<file path="config.mk">
export PLATFORM = sky130hd
export DESIGN_NAME = alert_event_recorder_core
export DESIGN_NICKNAME = d
export VERILOG_FILES = /design/src/design/aer_pkg.sv /design/src/design/aer_cfg.sv /design/src/design/aer_seq.sv /design/src/design/alert_event_recorder_core.sv
export SDC_FILE = /design/constraint.sdc
export NUM_CORES = 1
export LEC_CHECK = 0
export BUFFER_PORTS_ARGS = -buffer_cell sky130_fd_sc_hd__buf_4
export CORE_ASPECT_RATIO = 0.9
export CORE_MARGIN = 2
export CORE_UTILIZATION = 35
export CTS_CLUSTER_SIZE = 25
export DETAILED_ROUTE_END_ITERATION = 8
export HOLD_SLACK_MARGIN = 0.06
export PLACE_DENSITY_LB_ADDON = 0.12
export REMOVE_ABC_BUFFERS = 1
export SLEW_MARGIN = 20
export SYNTH_ARGS = -nofsm -noshare
export SYNTH_HDL_FRONTEND = slang
export SYNTH_HIERARCHICAL = 1
export SYNTH_SLANG_ARGS = --single-unit
</file>
<file path="constraint.sdc">
create_clock -name clock -period 9.3 [get_ports clock]
set_input_delay 0.93 -clock clock [delete_from_list [all_inputs] [get_ports clock]]
set_output_delay 0.93 -clock clock [all_outputs]
set_load 0.02 [all_outputs]
</file>
<file path="src/design/aer_pkg.sv">
// Package for the alert event recorder: request, response and configuration types,
// operation codes, register indexes and default sizes.
// No dependencies; every other design file imports it.
package aer_pkg;

   localparam int NUM_ALERTS_DEF  = 8;
   localparam int FW_FAULT_ID_DEF = 1;

   localparam int CSR_INDEX_W = 4;
   localparam int CSR_DATA_W  = 8;

   localparam logic [1:0] OP_RAISE    = 2'd0;
   localparam logic [1:0] OP_FINALIZE = 2'd1;
   localparam logic [1:0] OP_CLEAR    = 2'd2;

   localparam logic [CSR_INDEX_W-1:0] CSR_PERSISTENT_FATAL = 4'd0;
   localparam logic [CSR_INDEX_W-1:0] CSR_FATAL_ALERT_MASK = 4'd1;

   typedef struct packed {
      logic [1:0]  op;
      logic [3:0]  alarm_id;
      logic [7:0]  alert_code;
      logic [31:0] timestamp;
   } req_type;

   typedef struct packed {
      logic        has_record;
      logic [31:0] rec_time;
      logic [3:0]  rec_id;
      logic [7:0]  rec_code;
      logic        rec_started;
      logic [7:0]  active_mask;
      logic        fatal_flag;
      logic        last;
   } rsp_type;

   typedef struct packed {
      logic       persistent_fatal;
      logic [7:0] fatal_alert_mask;
   } cfg_type;

endpackage

</file>
<file path="src/design/aer_cfg.sv">
// Configuration registers of the alert event recorder.
// Depends on aer_pkg for the register indexes and the configuration struct.
module aer_cfg (
   input  logic                              clock,
   input  logic                              reset,
   input  logic                              csr_valid,
   output logic                              csr_ready,
   input  logic [aer_pkg::CSR_INDEX_W-1:0]   csr_index,
   input  logic [aer_pkg::CSR_DATA_W-1:0]    csr_wdata,
   output aer_pkg::cfg_type                  cfg
);
   import aer_pkg::*;

   cfg_type cfg_ff;
   cfg_type cfg_in;

   assign csr_ready = 1'b1;
   assign cfg       = cfg_ff;

   always_comb begin
      cfg_in = cfg_ff;
      if (csr_valid) begin
         case (csr_index)
            CSR_PERSISTENT_FATAL: cfg_in.persistent_fatal = csr_wdata[0];
            CSR_FATAL_ALERT_MASK: cfg_in.fatal_alert_mask = csr_wdata;
            default: cfg_in = cfg_ff;
         endcase
      end
   end

   always_ff @(posedge clock) begin
      if (reset) begin
         cfg_ff.persistent_fatal <= 1'b1;
         cfg_ff.fatal_alert_mask <= 8'd1;
      end else begin
         cfg_ff <= cfg_in;
      end
   end

endmodule

</file>
<file path="src/design/aer_seq.sv">
// Alert state, request sequencer and result register of the alert event recorder.
// A finalize request walks the ended alerts one id per cycle while not stalled.
// Depends on aer_pkg for the request, response and configuration types.
module aer_seq #(
   parameter int NumAlerts = aer_pkg::NUM_ALERTS_DEF,
   parameter int FwFaultId = aer_pkg::FW_FAULT_ID_DEF
) (
   input  logic              clock,
   input  logic              reset,
   input  aer_pkg::cfg_type  cfg,
   input  logic              req_valid,
   output logic              req_stall,
   input  aer_pkg::req_type  req_data,
   output logic              rsp_valid,
   input  logic              rsp_stall,
   output aer_pkg::rsp_type  rsp_data
);
   import aer_pkg::*;

   localparam int MaskW = (NumAlerts > 8) ? NumAlerts : 8;
   localparam int IdxW  = (NumAlerts > 1) ? $clog2(NumAlerts) : 1;
   localparam logic [NumAlerts-1:0] FwBit = NumAlerts'(1) << (FwFaultId - 1);

   typedef enum logic {ST_IDLE, ST_SCAN} state_type;

   state_type             state_ff, state_in;
   logic [NumAlerts-1:0]  active_ff, active_in;
   logic [NumAlerts-1:0]  pending_ff, pending_in;
   logic [NumAlerts-1:0]  ended_ff, ended_in;
   logic [7:0]            fault_ff, fault_in;
   logic                  fatal_ff, fatal_in;
   logic [IdxW-1:0]       idx_ff, idx_in;
   logic [31:0]           time_ff, time_in;
   logic                  rsp_valid_ff, rsp_valid_in;
   rsp_type               rsp_data_ff, rsp_data_in;

   logic                  out_free;
   logic                  id_ok;
   logic                  already;
   logic [NumAlerts-1:0]  id_mask;
   logic [NumAlerts-1:0]  fatal_mask;
   logic [NumAlerts-1:0]  ended;
   logic [NumAlerts-1:0]  rest;
   logic [MaskW-1:0]      fatal_ext;
   logic [MaskW-1:0]      active_ext;

   assign out_free  = !rsp_valid_ff || !rsp_stall;
   assign req_stall = (state_ff != ST_IDLE) || !out_free;
   assign rsp_valid = rsp_valid_ff;
   assign rsp_data  = rsp_data_ff;

   assign fatal_ext  = MaskW'(cfg.fatal_alert_mask);
   assign fatal_mask = fatal_ext[NumAlerts-1:0];
   assign id_ok      = (req_data.alarm_id != 4'd0) &&
                       ({28'd0, req_data.alarm_id} <= 32'(NumAlerts));
   assign id_mask    = NumAlerts'(1) << (req_data.alarm_id - 4'd1);
   assign ended      = active_ff & ~pending_ff;
   assign rest       = ended_ff & ~(NumAlerts'(1) << idx_ff);

   always_comb begin
      state_in     = state_ff;
      active_in    = active_ff;
      pending_in   = pending_ff;
      ended_in     = ended_ff;
      fault_in     = fault_ff;
      fatal_in     = fatal_ff;
      idx_in       = idx_ff;
      time_in      = time_ff;
      rsp_valid_in = rsp_valid_ff && rsp_stall;
      rsp_data_in  = rsp_data_ff;
      already      = 1'b0;

      case (state_ff)
         ST_IDLE: begin
            if (req_valid && out_free) begin
               rsp_valid_in = 1'b1;
               rsp_data_in  = '0;
               rsp_data_in.last = 1'b1;
               case (req_data.op)
                  OP_RAISE: begin
                     if (id_ok) begin
                        already = |(active_ff & id_mask);
                        if (id_mask == FwBit) begin
                           already  = already && (req_data.alert_code == fault_ff);
                           fault_in = req_data.alert_code;
                        end
                        if (!already) begin
                           rsp_data_in.has_record  = 1'b1;
                           rsp_data_in.rec_time    = req_data.timestamp;
                           rsp_data_in.rec_id      = req_data.alarm_id;
                           rsp_data_in.rec_code    = req_data.alert_code;
                           rsp_data_in.rec_started = 1'b1;
                        end
                        if (|(fatal_mask & id_mask)) begin
                           fatal_in = 1'b1;
                        end
                        pending_in = pending_ff | id_mask;
                     end
                  end
                  OP_FINALIZE: begin
                     active_in  = pending_ff;
                     pending_in = '0;
                     if (!cfg.persistent_fatal && !(|(active_ff & fatal_mask))) begin
                        fatal_in = 1'b0;
                     end
                     if (|(ended & FwBit)) begin
                        fault_in = 8'd0;
                     end
                     if (ended != '0) begin
                        rsp_valid_in = 1'b0;
                        state_in     = ST_SCAN;
                        ended_in     = ended;
                        idx_in       = '0;
                        time_in      = req_data.timestamp;
                     end
                  end
                  OP_CLEAR: begin
                     fatal_in = 1'b0;
                  end
                  default: begin
                     fatal_in = fatal_ff;
                  end
               endcase
            end
         end
         ST_SCAN: begin
            if (out_free) begin
               if (ended_ff[idx_ff]) begin
                  rsp_valid_in            = 1'b1;
                  rsp_data_in             = '0;
                  rsp_data_in.has_record  = 1'b1;
                  rsp_data_in.rec_time    = time_ff;
                  rsp_data_in.rec_id      = 4'(32'(idx_ff) + 32'd1);
                  rsp_data_in.rec_started = 1'b0;
                  rsp_data_in.last        = (rest == '0);
                  ended_in                = rest;
                  if (rest == '0) begin
                     state_in = ST_IDLE;
                  end
               end
               idx_in = idx_ff + IdxW'(1);
            end
         end
         default: begin
            state_in = ST_IDLE;
         end
      endcase

      active_ext              = MaskW'(active_in);
      rsp_data_in.active_mask = active_ext[7:0];
      rsp_data_in.fatal_flag  = fatal_in;
   end

   always_ff @(posedge clock) begin
      if (reset) begin
         state_ff     <= ST_IDLE;
         active_ff    <= '0;
         pending_ff   <= '0;
         fault_ff     <= '0;
         fatal_ff     <= 1'b0;
         rsp_valid_ff <= 1'b0;
      end else begin
         state_ff     <= state_in;
         active_ff    <= active_in;
         pending_ff   <= pending_in;
         fault_ff     <= fault_in;
         fatal_ff     <= fatal_in;
         rsp_valid_ff <= rsp_valid_in;
      end
      ended_ff    <= ended_in;
      idx_ff      <= idx_in;
      time_ff     <= time_in;
      rsp_data_ff <= rsp_data_in;
   end

endmodule

</file>
<file path="src/design/alert_event_recorder_core.sv">
// Top level of the alert event recorder: configuration registers and sequencer.
// Depends on aer_pkg, aer_cfg and aer_seq.
//
// Requests arrive on req_valid/req_stall/req_data and results leave on
// rsp_valid/rsp_stall/rsp_data. A transfer happens when valid is high and
// stall is low. Every request gives one or more results; the final one has last set.
// A raise or clear request, and a finalize request with no ended alerts, gives
// one registered result, which appears in the cycle after acceptance.
// A finalize request walks alert ids upward from 1, one id per cycle while the
// result register is free, and gives one ended record per alert that was active
// and was not raised again; the walk stops after the last such alert. No new
// request is taken before the walk ends, and a stalled result holds the walk.
// The result register holds a result while rsp_stall is high. A new request is
// taken as soon as the last result of the previous one is taken or is being taken.
// The csr_ write port is always ready; index 0 is persistent_fatal and index 1
// is fatal_alert_mask. Write it only while the block is idle.
// Reset clears all alert state and sets both registers to 1.
module alert_event_recorder_core #(
   parameter int NumAlerts = aer_pkg::NUM_ALERTS_DEF,
   parameter int FwFaultId = aer_pkg::FW_FAULT_ID_DEF
) (
   input  logic                              clock,
   input  logic                              reset,
   input  logic                              req_valid,
   output logic                              req_stall,
   input  aer_pkg::req_type                  req_data,
   output logic                              rsp_valid,
   input  logic                              rsp_stall,
   output aer_pkg::rsp_type                  rsp_data,
   input  logic                              csr_valid,
   output logic                              csr_ready,
   input  logic [aer_pkg::CSR_INDEX_W-1:0]   csr_index,
   input  logic [aer_pkg::CSR_DATA_W-1:0]    csr_wdata
);
   import aer_pkg::*;

   cfg_type cfg;

   aer_cfg u_cfg (
      .clock     (clock),
      .reset     (reset),
      .csr_valid (csr_valid),
      .csr_ready (csr_ready),
      .csr_index (csr_index),
      .csr_wdata (csr_wdata),
      .cfg       (cfg)
   );

   aer_seq #(
      .NumAlerts (NumAlerts),
      .FwFaultId (FwFaultId)
   ) u_seq (
      .clock     (clock),
      .reset     (reset),
      .cfg       (cfg),
      .req_valid (req_valid),
      .req_stall (req_stall),
      .req_data  (req_data),
      .rsp_valid (rsp_valid),
      .rsp_stall (rsp_stall),
      .rsp_data  (rsp_data)
   );

endmodule

</file>
* After elaboration in Yosys (flattened, before gate mapping)
Index checks and enable logic that the tools add are counted.
** Storage, ports and cells
- Register bits :: 135
- Latch bits :: 0
- Bits in writable memories :: 0
- Bits in read-only memories :: 0
- Input bits :: 63
- Output and inout bits :: 59
- Word-level logic and storage cells :: 130
- Memories kept :: 0
** Cells by class
- Add/sub/neg operators :: 3
- Multiply operators :: 0
- Divide/modulo/power cells :: 0
- Order comparisons :: 2
- Eq/ne operators :: 13
- Shift operators :: 2
- Multiplexer cells :: 53
- Bitwise gates (word level) :: 9
- Reductions and logical operators :: 29
** Operator list (count)
- $mux W56 :: 3
- $mux W46 :: 3
- $pmux W56 S2 :: 1
- $mux W8 :: 12
- $pmux W8 S2 :: 3
- $and A8 B8 Y8 :: 5
- $reduce_or A8 Y1 :: 3
- $mux W1 :: 22
- $not A8 Y8 :: 2
- $mux W3 :: 4
- $reduce_and A4 Y1 :: 3
- $ne A2 B1 Y1 const B :: 5
- $eq A8 B1 Y1 const B :: 1
- $eq A8 B8 Y1 :: 1
- $logic_not A8 Y1 :: 1
- $or A8 B8 Y8 :: 1
- $reduce_bool A8 Y1 :: 1
- $shl A1 B3 Y8 const A :: 1
- $shl A1 B4 Y8 const A :: 1
- $ne A2 B2 Y1 const B :: 3
- $pmux W3 S2 :: 1
- $reduce_and A6 Y1 :: 1
- $logic_and A1 B1 Y1 :: 5
- $logic_not A1 Y1 :: 5
- 20 further kinds :: 23

* Longest topological paths before layout
Gate-level depths: netlist (run 1).
- Word-level depth :: 15
- Mapped depth :: 9
- Depth with buffers taken out :: 7

* Hierarchy
The synthesis (run 1) kept the hierarchy.
** Modules (own cells, without submodules)
- aer_seq :: times used 1, cells each 395, area each 5286.3 µm², sequential area each 3423.3 µm²
- aer_cfg :: times used 1, cells each 42, area each 422.9 µm², sequential area each 180.2 µm²

* Least setup slack after synthesis (run 1)
OpenSTA, ideal clock, no wires.
- Path kind :: in2reg
- Start :: in rsp_stall
- End :: reg u_seq.ended_ff[0] (enable)
- Arrival time :: 3.275 ns
- Required time :: 8.915 ns
- Slack :: 5.640 ns
- Stages :: 5
- Path buffers :: 0
- Cell sequence :: nand2_1 > o21ai_1 > nor4_1 > nand2b_1 > a21boi_0
** Between the ends
- Word-level cells in the longest chain between the ends :: 5
- Elaborated cells between the ends (all ways) :: 6
- Classes of those cells :: eq/ne: 2; reduce/logical: 4
** Ends and longest elaborated chain
- start: declaration :: line alert_event_recorder_core.sv:28 : input logic rsp_stall,
- $logic_not A1 Y1 * :: line aer_seq.sv:47 : assign out_free = !rsp_valid_ff || !rsp_stall;
- $logic_or A1 B1 Y1 * :: line aer_seq.sv:47
- $logic_and A1 B1 Y1 :: line aer_seq.sv:75 : if (req_valid && out_free) begin
- $ne A2 B1 Y1 (no line)
- $reduce_and A5 Y1 (no line) *
- end signal: assignment :: line aer_seq.sv:170 : ended_ff <= ended_in;
- end: declaration :: line aer_seq.sv:29 : logic [NumAlerts-1:0] ended_ff, ended_in;
Mark *: on every way between the ends. The rest lies on a longest branch, timed or not.
A chain may end at the register's enable or synchronous reset.

==> impl_summary.log, run 1 <==
INFO  metric status = finished, final reports clean
INFO  metric dp_hpwl = 9340 µm
INFO  metric vias_in_the_first_global_route = 3,836
INFO  metric post_cts.repair.setup_buffers = 0
INFO  metric mostFrequentLayoutCells = 123 x sky130_fd_sc_hd__buf_4, 90 x sky130_fd_sc_hd__edfxtp_1, 45 x sky130_fd_sc_hd__dfxtp_1
INFO  metric power_density = 191 nW/µm²
INFO  metric post_drt_via_cell_ratio = 4.93
INFO  metric die_area = 17,400 µm²
INFO  metric drive_gt1_share = 31.2%
INFO  metric post-place-ws = 6.29 ns
INFO  metric cts_root_buf = sky130_fd_sc_hd__clkbuf_16
INFO  metric timing_hold_violations_final = 0
INFO  metric critical_setup_path_kind = in -> reg
INFO  metric core_outline_area = 16,100 µm²
INFO  metric post_cts_hold_buffer_count = 0
INFO  metric tritoncts_num_sinks = 135
INFO  metric cts_made_buffers = 17
INFO  metric pin_count_of_the_biggest_net_entering_global_routing = 48
INFO  metric critical_path.startpoint = req_data[40]
INFO  metric grt.met2_usage = 25.5%
INFO  metric unrepaired_setup_endpoints_after_global_routing = no
INFO  metric ys_top_cells_by_area = sky130_fd_sc_hd__edfxtp_1 47%, sky130_fd_sc_hd__dfxtp_1 16%, sky130_fd_sc_hd__a22o_1 5.7%
INFO  metric dr.pass1.iters = 5
INFO  metric post-synth-top-area-cell = sky130_fd_sc_hd__edfxtp_1
INFO  metric avgRoutedWirePerCell = 17.1 µm
INFO  metric fin_crit_sh = 28.0%
INFO  metric synth.yosys.warnings = 6
INFO  metric groute.layer.met3.usage = 4.79%
INFO  metric critical_path_peak_fanout = 43
INFO  metric timing.rr.start = u_seq/state_ff
INFO  metric timing.critical_path.to_type = flop
INFO  metric fin_setup_tns = 0 ns
INFO  metric place.gp.congestion = 0.845
INFO  metric filler_cell_count = 1,484
INFO  metric drcViolationCount = 0
INFO  metric placement_rows = 44
INFO  metric final_cells = 775
INFO  metric finalWorstPathRequiredPeriod = 2.60 ns
INFO  metric syn_area_per_cell = 13.1 µm²
INFO  metric r2r_setup_slack = 6.71 ns
INFO  metric insertedDiodeCount = 0
INFO  metric drt.antenna.violating_nets = 0
INFO  metric final_slew_viol_count = 0
INFO  metric synth.cell_area = 5710 µm²
INFO  metric cp.arrival = 2.88 ns
INFO  metric global_route.overflow_total = 0
INFO  metric seq_area_frac_synth = 63.1%
INFO  metric h-tree-depth = 4
INFO  metric synth_flop_cell = sky130_fd_sc_hd__edfxtp_1
INFO  metric netlist-cell-type-count = 60
INFO  metric power.leakage = 2.82 nW
INFO  metric fin_nets = 624
INFO  metric worst_skew_pair.late_latency = 0.42 ns
INFO  metric post-synth-top-area-fraction = 47.3%
INFO  metric tightestPinTransition = 0.989 ns
INFO  metric finalSetupViolations = 0
INFO  metric layout_commonest_cell = sky130_fd_sc_hd__buf_4
INFO  metric io_pins = 122
INFO  metric wire_length_of_the_first_global_routing_pass = 21,100 µm
INFO  metric initial_core_utilization = 35.5%
INFO  metric vdd.ir_drop.worst = 0.000170 V
INFO  metric r2r_cells = 7
INFO  metric postCtsResizedCells = 0
INFO  metric max_freq = 384 MHz
INFO  metric antenna_found_initial = 0
INFO  metric power.total = 0.00140 W
INFO  metric syn_to_final_growth = 28.4%
INFO  metric timing.max_slew.rel_slack = 33.9%
INFO  metric final.setup.worst_slack = 6.70 ns
INFO  metric endpoint_of_the_worst_register_to_register_path = u_seq/rsp_data[34]
INFO  metric die_width = 139 µm
INFO  metric final_util = 45.6%
INFO  metric synth-edff-count = 90
INFO  metric gr-usage-met1 = 20.0%
INFO  metric timing.critical_path.from_type = input port
INFO  metric fin_clk_skew = 0.0117 ns
INFO  metric dr.first_iter.drc_count = 174
INFO  metric async_reset_ff_share = 0%
INFO  metric vias = 3,819
INFO  metric hp-class = reg -> reg
INFO  metric cts_tree = done
INFO  metric worst-endpoint-required = 9.57 ns
INFO  metric place_inst = 743
INFO  metric ys_seq_elements = 135
INFO  metric crit_path_end = u_seq/rsp_data[34]
INFO  metric total_of_buffers_placed_on_input_and_output_ports = 120
INFO  metric die-height = 125 µm
INFO  metric max_cap_viol_count = 0
INFO  metric synthCells = 437
INFO  metric cts.reportedPaths.clkPinSlew = 0.06 ns
INFO  metric grtUsageTotal = 15.7%
INFO  metric ctsLongestPathBuffers = 2
INFO  metric top_usage_layer = met2
INFO  metric wirelength = 13,300 µm
INFO  metric holdPathStages = 2
synth_stat cells, types with 2 or more instances:
master,number
sky130_fd_sc_hd__nor2_1,30
sky130_fd_sc_hd__and2_1,17
sky130_fd_sc_hd__nand3_1,4
sky130_fd_sc_hd__o21a_1,5
sky130_fd_sc_hd__buf_6,6
sky130_fd_sc_hd__mux2i_1,10
sky130_fd_sc_hd__mux2_1,2
sky130_fd_sc_hd__a32o_1,2
sky130_fd_sc_hd__o211ai_1,5
sky130_fd_sc_hd__inv_1,13
sky130_fd_sc_hd__o22ai_1,3
sky130_fd_sc_hd__a21boi_0,2
sky130_fd_sc_hd__xor2_1,8
sky130_fd_sc_hd__a22o_1,37
sky130_fd_sc_hd__nand2b_1,27
sky130_fd_sc_hd__nor2b_1,4
sky130_fd_sc_hd__a22oi_1,12
sky130_fd_sc_hd__nor3_1,6
sky130_fd_sc_hd__edfxtp_1,90
sky130_fd_sc_hd__or3_1,2
sky130_fd_sc_hd__buf_2,8
sky130_fd_sc_hd__nor4_1,4
sky130_fd_sc_hd__a21oi_1,7
sky130_fd_sc_hd__mux2_2,12
sky130_fd_sc_hd__dfxtp_1,45
sky130_fd_sc_hd__clkbuf_1,6
sky130_fd_sc_hd__o21ai_0,12
sky130_fd_sc_hd__o41ai_1,2
sky130_fd_sc_hd__nand4_1,4
sky130_fd_sc_hd__nand2_1,13
sky130_fd_sc_hd__buf_4,3
sky130_fd_sc_hd__a31oi_1,3
sky130_fd_sc_hd__ha_1,6
worst min-delay path by stage:
stage	start	to
finish	u_cfg/cfg[5]	u_cfg/cfg[5]
global route	u_seq/pending_ff[0]	u_seq/pending_ff[0]
CTS	u_seq/pending_ff[1]	u_seq/pending_ff[1]
detailed placement	u_seq/pending_ff[1]	u_seq/pending_ff[1]
global placement	u_seq/pending_ff[2]	u_seq/pending_ff[2]
floorplan	u_seq/pending_ff[3]	u_seq/pending_ff[3]
layout make-up:
type | instances | area (µm²) | share of cell area (%)
repair buffers | 123 | 923 | 12.6
flip-flops and latches | 135 | 3600 | 49.2
clock inverters | 14 | 151 | 2.07
clock buffers | 18 | 429 | 5.85
multi-input cells | 264 | 1910 | 26.1
inverters | 14 | 52.6 | 0.717
well taps | 207 | 259 | 3.53
per-stage QoR:
| step | cell area (µm²) | hold slack (ns) |
|---|---|---|
| 6_report | 7330 | 0.494 |
| 5_1_grt | 7330 | 0.519 |
| 4_1_cts | 7330 | 0.491 |
| 3_5_place_dp | 6750 | 0.477 |
| 3_3_place_gp | 6750 | 0.476 |
| 2_1_floorplan | 5550 | 0.446 |
logic make-up (layout without fill, tap and decap cells):
group | Yosys count | after routing | synth area share, %
other cells | 1 | 1 | 0.0657
simple gates | 123 | 123 | 12.3
compound gates | 101 | 101 | 13.6
mux | 24 | 24 | 4.51
flops | 135 | 135 | 63.1
buf+inv | 38 | 169 | 3.68
fa+ha+maj | 6 | 6 | 1.31
xor+xnor | 9 | 9 | 1.38
metal layers:
| metal | wire length [µm] | share of wire [%] | up-vias |
|---|---|---|---|
| met5 | 0 | 0 | - |
| met4 | 129 | 0.97 | 0 |
| met3 | 648 | 4.9 | 9 |
| met2 | 6430 | 49 | 101 |
| met1 | 6050 | 46 | 1831 |
| li1 | - | - | 1878 |
worst max-delay path: stages:
cell	delay, ns
sky130_fd_sc_hd__buf_4	0.18
sky130_fd_sc_hd__mux2_1	0.34
sky130_fd_sc_hd__a22o_1	0.18
sky130_fd_sc_hd__a311oi_1	0.43
sky130_fd_sc_hd__o21a_1	0.19
sky130_fd_sc_hd__buf_4	0.39
sky130_fd_sc_hd__a22o_1	0.22
state kept, by name, summed over array words and instances (netlist names), 3 cells and up:
name              count
u_seq/time_ff        32
u_seq/active_ff       8
u_seq/ended_ff        8
u_cfg/cfg             9
u_seq/rsp_data       56
u_seq/idx_ff          3
u_seq/pending_ff      8
u_seq/fault_ff        8
where the power goes:
group	leakage (nW)	switching [W]	internal, W
Combinational	1.31	0.0000506	0.0000405
Sequential	1.24	0.00000451	0.000651
Clock	0.277	0.000259	0.000397
Total	2.82	0.000314	0.00109
(Power assumes the default switching activity.)
==> inputs of run 2 (changes only) <==
--- a/config.mk
+++ b/config.mk
@@ -5,6 +5,7 @@
 export SDC_FILE = /design/constraint.sdc
 export NUM_CORES = 1
 export LEC_CHECK = 0
+export ABC_AREA = 1
 export BUFFER_PORTS_ARGS = -buffer_cell sky130_fd_sc_hd__buf_4
 export CORE_ASPECT_RATIO = 0.9
 export CORE_MARGIN = 2
==> constraint.sdc (replaced) <==
create_clock -name clock -period 2.13 [get_ports clock]
set_input_delay 0.213 -clock clock [delete_from_list [all_inputs] [get_ports clock]]
set_output_delay 0.213 -clock clock [all_outputs]
set_load 0.02 [all_outputs]
==> impl_summary.log, run 2 <==
INFO  metric ys_seq_elements = 135
INFO  metric drive_gt1_share = 23.2%
INFO  metric synth-simple-area-share = 27.6%
INFO  metric syn_to_final_growth = 34.0%
INFO  metric finalWorstPathRequiredPeriod = 1.82 ns
INFO  metric vias_in_the_first_global_route = 4,789
INFO  metric h-tree-depth = 4
INFO  metric tritoncts_num_sinks = 135
INFO  metric dp_hpwl = 10,600 µm
INFO  metric synthCells = 687
INFO  metric hp-class = in -> reg
INFO  metric netlist-cell-type-count = 31
INFO  metric unrepaired_setup_endpoints_after_global_routing = no
INFO  metric timing_hold_violations_final = 0
INFO  metric status = finished, final reports clean
INFO  metric io_pins = 122
INFO  metric power.leakage = 3.72 nW
INFO  metric synth-edff-count = 90
INFO  metric area.sequential = 3600 µm²
INFO  metric filler_cell_count = 1,603
INFO  metric vdd.ir_drop.worst = 0.000683 V
INFO  metric placement_rows = 45
INFO  metric largest_register_ff_count = 56
INFO  metric cts.reportedPaths.clkPinSlew = 0.05 ns
INFO  metric wl_met3 = 649 µm
INFO  metric antenna_found_initial = 0
INFO  metric syn_area_per_cell = 8.87 µm²
INFO  metric combinational_family_with_the_most_area_after_synthesis = simple AND/OR/NAND/NOR gates
INFO  metric synth_compound_area_share = 4.02%
INFO  metric m1WireLength = 6980 µm
INFO  metric synth_most_common_cell = sky130_fd_sc_hd__nand2_1
INFO  metric cts_made_buffers = 17
INFO  metric wire_length_of_the_first_global_routing_pass = 23,700 µm
INFO  metric pin_count_of_the_biggest_net_entering_global_routing = 48
INFO  metric cp_slowest_cell = sky130_fd_sc_hd__edfxtp_1
INFO  metric fin_clk_skew = 0.0103 ns
INFO  metric max_cap_viol_count = 0
INFO  metric die-height = 129 µm
INFO  metric cts_root_buf = sky130_fd_sc_hd__clkbuf_16
INFO  metric die_width = 143 µm
INFO  metric final_slew_viol_count = 0
INFO  metric dr.first_iter.drc_count = 326
INFO  metric post_drt_via_cell_ratio = 4.54
INFO  metric synthMuxAreaShare = 0%
INFO  metric layout_commonest_cell = sky130_fd_sc_hd__nand2_1
INFO  metric worst_skew_pair.late_latency = 0.41 ns
INFO  metric post-synth-top-area-cell = sky130_fd_sc_hd__edfxtp_1
INFO  metric total_of_buffers_placed_on_input_and_output_ports = 120
INFO  metric die_area = 18,500 µm²
INFO  metric finalSetupViolations = 0
INFO  metric slowest_delay = 0.49 ns
INFO  metric initial_core_utilization = 36.0%
INFO  metric critical_setup_path_kind = reg -> reg
INFO  metric max_freq = 549 MHz
INFO  metric grtUsageTotal = 16.6%
INFO  metric final.setup.worst_slack = 0.308 ns
INFO  metric route.top_layer_used = met4
INFO  metric cp.arrival = 1.94 ns
INFO  metric place.gp.congestion = 0.892
INFO  metric drt.antenna.violating_nets = 0
INFO  metric post_synth_xor_area_fraction = 0.144%
INFO  metric wirelength = 15,200 µm
INFO  metric ys_top_cells_by_area = sky130_fd_sc_hd__edfxtp_1 44%, sky130_fd_sc_hd__dfxtp_1 15%, sky130_fd_sc_hd__nand2_1 14%
INFO  metric post-place-ws = 0.204 ns
INFO  metric vias = 4,972
INFO  metric insertedDiodeCount = 0
INFO  metric drcViolationCount = 0
INFO  metric ctsLongestPathBuffers = 2
INFO  metric r2r_setup_slack = 0.31 ns
INFO  metric post_cts.repair.setup_buffers = 0
INFO  metric fin_crit_sh = 85.5%
INFO  metric async_reset_ff_share = 0%
INFO  metric timing.critical_path.to_type = flop
INFO  metric cts_tree = done
INFO  metric power_density = 822 nW/µm²
INFO  metric synth.cell_area = 6100 µm²
INFO  metric avgRoutedWirePerCell = 13.9 µm
INFO  metric synth.yosys.warnings = 6
INFO  metric multi_input_comb_area = 2020 µm²
INFO  metric fin_nets = 916
INFO  metric crit_path_cell_trace = inv_2 -> nand2_1 -> nand3_1 -> nand2_1 -> nand2_1 -> nand2_2 -> nand2_2 -> nand2_2 -> inv_1 -> a21oi_1 -> buf_4
INFO  metric dr.pass1.iters = 5
INFO  metric finalInstanceArea = 8170 µm²
INFO  metric synth_flop_cell = sky130_fd_sc_hd__edfxtp_1
INFO  metric seq_area_frac_synth = 59.1%
INFO  metric place_area = 7260 µm²
INFO  metric dr_wl_met2 = 7360 µm
INFO  metric core_outline_area = 16,900 µm²
INFO  metric global_route.overflow_total = 0
INFO  metric critical_path_peak_fanout = 8
INFO  metric mostFrequentLayoutCells = 234 x sky130_fd_sc_hd__nand2_1, 124 x sky130_fd_sc_hd__buf_4, 90 x sky130_fd_sc_hd__edfxtp_1
INFO  metric synth_common_cells = 235 x sky130_fd_sc_hd__nand2_1, 90 x sky130_fd_sc_hd__edfxtp_1, 79 x sky130_fd_sc_hd__inv_1, 53 x sky130_fd_sc_hd__nand3_1, 50 x sky130_fd_sc_hd__nor2_1
INFO  metric post-synth-top-area-fraction = 44.3%
INFO  metric timing.critical_path.from_type = flop
INFO  metric worst-endpoint-required = 2.24 ns
INFO  metric fraction_of_the_mapped_netlist_area_in_adder_cells = 1.23%
INFO  metric fin_setup_tns = 0 ns
## run 2: cell count changes after synthesis, moves of 12 or more
| cell | previous run | this run |
|---|---|---|
| sky130_fd_sc_hd__nand2b_1 | 27 | 0 |
| sky130_fd_sc_hd__and2_1 | 17 | 0 |
| sky130_fd_sc_hd__a22o_1 | 37 | 0 |
| sky130_fd_sc_hd__nand3_1 | 4 | 53 |
| sky130_fd_sc_hd__a22oi_1 | 12 | 0 |
| sky130_fd_sc_hd__inv_1 | 13 | 79 |
| sky130_fd_sc_hd__a21oi_1 | 7 | 20 |
| sky130_fd_sc_hd__mux2_2 | 12 | 0 |
| sky130_fd_sc_hd__nand2_1 | 13 | 235 |
| sky130_fd_sc_hd__nor2_1 | 30 | 50 |
## run 2: path summary, 6_finish.rpt
check	to	cells past startpoint	from
worst min-delay path	u_cfg/cfg[8]	3	csr_wdata[0]
worst max register to register	u_seq/ended_ff[0]	11	u_seq/idx_ff[0]
worst min register to register	u_seq/rsp_data[1]	2	u_seq/fatal_ff
worst max-delay path	u_seq/ended_ff[0]	11	u_seq/idx_ff[0]
## run 2: logic make-up (layout without fill, tap and decap cells)
kind of cell | Yosys count | count (layout)
buf+inv | 110 | 282
simple gates | 385 | 385
xor+xnor | 1 | 1
compound gates | 49 | 49
flops | 135 | 135
other cells | 1 | 1
fa+ha+maj | 6 | 6
## run 2: power breakdown
part           switching (W)  total, W  internal, W  leakage (nW)
clock                0.00108   0.00291      0.00183         0.283
combinational       0.000475  0.000800     0.000324          2.20
sequential         0.0000602   0.00301      0.00295          1.23
total                0.00162   0.00671      0.00510          3.72
## run 2: repair_timing
item / in CTS / in global routing
endpoints found under the hold margin: 32 / 0
gates resized for setup: 0 / 2
setup endpoints to repair: 0 / 13
hold buffers: 32 / 0
## run 2: final cells by class
class | instances | area share [%]
sequential | 135 | 44.1
multi-input combinational | 442 | 24.7
timing repair buffer | 159 | 16.1
clock buffer | 18 | 5.25
inverter | 92 | 4.35
tap | 235 | 3.60
clock inverter | 13 | 1.90
## run 2: per-layer routing
layer  GRT usage, %  up-vias
li1               -     2528
met1           20.8     2304
met2           28.3      123
met3           3.66       17
met4           6.46        0
met5              0        -
## run 2: through the flow
step                      instances  util [%]  total power, W  hold WS (ns)
final                          1094      48.2         0.00671        0.0846
after global routing           1094      48.2         0.00697        0.0845
after CTS                      1094      48.2         0.00680        0.0623
after detailed placement       1031      42.8         0.00382         0.404
after global placement         1031      42.8         0.00381         0.404
after floorplan                 669         -         0.00344         0.282
## run 2: critical path: cells and delay by family (launching register included)
family                 cells  cell delay, ns
AOI/OAI and AO/OA          1            0.12
buffers and inverters      3            0.36
DFF                        1            0.49
and+or+nand+nor            7            0.57
==> inputs of run 3 (changes only) <==
--- a/config.mk
+++ b/config.mk
@@ -7,7 +7,7 @@
 export LEC_CHECK = 0
 export ABC_AREA = 1
 export BUFFER_PORTS_ARGS = -buffer_cell sky130_fd_sc_hd__buf_4
-export CORE_ASPECT_RATIO = 0.9
+export CORE_ASPECT_RATIO = 1.2
 export CORE_MARGIN = 2
 export CORE_UTILIZATION = 35
 export CTS_CLUSTER_SIZE = 25
==> impl_summary.log, run 3 (same netlist as run 2, synthesis figures left out) <==
INFO  metric worst_skew_pair.late_latency = 0.42 ns
INFO  metric cp.arrival = 1.96 ns
INFO  metric cp_slowest_cell = sky130_fd_sc_hd__edfxtp_1
INFO  metric finalSetupViolations = 0
INFO  metric timing_hold_violations_final = 0
INFO  metric dr.pass1.iters = 4
INFO  metric initial_core_utilization = 35.9%
INFO  metric ctsLongestPathBuffers = 2
INFO  metric dr.first_iter.drc_count = 316
INFO  metric status = finished, final reports clean
INFO  metric grtUsageTotal = 16.6%
INFO  metric power_density = 805 nW/µm²
INFO  metric total_of_buffers_placed_on_input_and_output_ports = 120
INFO  metric tritoncts_num_sinks = 135
INFO  metric final_util = 47.8%
INFO  metric vias_in_the_first_global_route = 4,761
INFO  metric antenna_found_initial = 0
INFO  metric drive_gt1_share = 23.2%
INFO  metric die-height = 149 µm
INFO  metric total_buffers_and_inverters_traversed_by_the_critical_path = 3
INFO  metric pin_count_of_the_biggest_net_entering_global_routing = 48
INFO  metric finalInstanceArea = 8120 µm²
INFO  metric wire_length_of_the_first_global_routing_pass = 24,100 µm
INFO  metric insertedDiodeCount = 0
INFO  metric finalWorstPathRequiredPeriod = 1.84 ns
INFO  metric io_pins = 122
INFO  metric pwr-share-seq = 46.0%
INFO  metric unrepaired_setup_endpoints_after_global_routing = no
INFO  metric mostFrequentLayoutCells = 234 x sky130_fd_sc_hd__nand2_1, 123 x sky130_fd_sc_hd__buf_4, 90 x sky130_fd_sc_hd__edfxtp_1
INFO  metric pwr-share-comb = 12.2%
INFO  metric core_outline_area = 17,000 µm²
INFO  metric cell_internal_pwr = 0.00488 W
INFO  metric largest_register_ff_count = 56
INFO  metric fin_clk_skew = 0.0101 ns
INFO  metric place.gp.congestion = 0.826
INFO  metric vias = 4,883
INFO  metric global_route.overflow_total = 0
INFO  metric critical_setup_path_kind = reg -> reg
INFO  metric drt.antenna.violating_nets = 0
INFO  metric layout_commonest_cell = sky130_fd_sc_hd__nand2_1
INFO  metric critPathTopFamily = simple AND/OR/NAND/NOR gates
INFO  metric die_width = 124 µm
INFO  metric cts_tree = done
INFO  metric critical_path_peak_fanout = 8
INFO  metric tightestPinTransition = 0.513 ns
INFO  metric cts_root_buf = sky130_fd_sc_hd__clkbuf_16
INFO  metric post_drt_via_cell_ratio = 4.54
INFO  metric power.leakage = 3.70 nW
INFO  metric p_sw_share = 25.2%
INFO  metric p_sw = 0.00165 W
INFO  metric fin_nets = 916
INFO  metric syn_to_final_growth = 33.1%
INFO  metric place_area = 7230 µm²
INFO  metric timing.critical_path.from_type = flop
INFO  metric final_cells = 1,075
INFO  metric dp_hpwl = 10,900 µm
INFO  metric placement_rows = 52
INFO  metric r2r_setup_slack = 0.29 ns
INFO  metric die_area = 18,500 µm²
INFO  metric hp-class = in -> reg
INFO  metric fin_crit_sh = 86.2%
INFO  metric crit_path_cell_trace = inv_2 -> nand2_1 -> nand3_1 -> nand2_1 -> nand2_1 -> nand2_2 -> nand2_2 -> nand2_2 -> inv_1 -> a21oi_1 -> buf_4
INFO  metric place_inst = 1,011
INFO  metric h-tree-depth = 4
INFO  metric timing.critical_path.to_type = flop
INFO  metric avgRoutedWirePerCell = 13.7 µm
INFO  metric wirelength = 14,800 µm
INFO  metric final_slew_viol_count = 0
INFO  metric vdd.ir_drop.worst = 0.000445 V
INFO  metric worst-endpoint-required = 2.25 ns
INFO  metric max_freq = 545 MHz
INFO  metric worst_hold_slack = 0.121 ns
INFO  metric max_cap_viol_count = 0
INFO  metric cts_made_buffers = 17
INFO  metric cts.reportedPaths.clkPinSlew = 0.06 ns
INFO  metric power.clock.fraction = 41.8%
INFO  metric fin_setup_tns = 0 ns
INFO  metric drcViolationCount = 0
INFO  metric timing.max_slew.rel_slack = 65.5%
INFO  metric filler_cell_count = 1,624
INFO  metric slowest_delay = 0.49 ns
## run 3: cell types whose count changed in the layout (fill, tap and decap cells not counted), sizes merged
cell,change
clkinvlp,+1
inv,+4
dlygate4sd3,+1
clkinv,-3
buf,-1
bufinv,-2
## run 3: metal layers
metal  GRT usage (%)  up-vias  part of all wire [%]
met1            19.1     2194                    42
met4            5.79        0                   1.7
li1                -     2524                     -
met5               0        -                     0
met2            29.4      148                    51
met3            4.86       17                   5.5
## run 3: worst paths after layout
check                           cells past startpoint             from                end
worst max-delay path                               11  u_seq/idx_ff[0]  u_seq/ended_ff[3]
worst min-delay path                                5     csr_wdata[1]       u_cfg/cfg[1]
worst max register to register                     11  u_seq/idx_ff[0]  u_seq/ended_ff[3]
worst min register to register                      2   u_seq/fatal_ff  u_seq/rsp_data[1]
## run 3: worst min-delay path: stages
cell and delay [ns]:
sky130_fd_sc_hd__buf_4 0.07, sky130_fd_sc_hd__inv_1 0.03, sky130_fd_sc_hd__nand4_1 0.07, sky130_fd_sc_hd__nand2_1 0.05
sky130_fd_sc_hd__nor2_2 0.06
## run 3: area by class of cell
type	instances	area (µm²)	share of cell area, %
Inverter	92	355	4.38
Clock inverter	13	123	1.51
Clock buffer	18	429	5.29
Timing Repair Buffer	159	1310	16.2
Tap cell	216	270	3.33
Sequential cell	135	3600	44.4
Multi-Input combinational cell	442	2020	24.9
## run 3: repair_timing
| action | in CTS | in global routing |
|---|---|---|
| buffers inserted | 0 | 0 |
| hold endpoints to repair | 33 | 0 |
| hold buffers | 33 | 0 |
| gates resized for setup | 0 | 2 |
| setup endpoints to repair | 0 | 7 |
## run 3: through the flow
stage / worst slack [ns] / power (W)
after global placement: 0.0889 / 0.00381
after floorplan: -0.940 / 0.00344
final: 0.294 / 0.00653
after CTS: 0.210 / 0.00664
after detailed placement: 0.0932 / 0.00382
after global routing: 0.108 / 0.00683
## run 3: power groups by stage
stage / combinational, W / sequential [W] / clock (W)
4_1_cts: 0.000809 / 0.00301 / 0.00282
5_1_grt: 0.000873 / 0.00302 / 0.00294
6_report: 0.000795 / 0.00301 / 0.00273
3_3_place_gp: 0.000752 / 0.00306 / 0
2_1_floorplan: 0.000269 / 0.00317 / 0
3_5_place_dp: 0.000756 / 0.00306 / 0
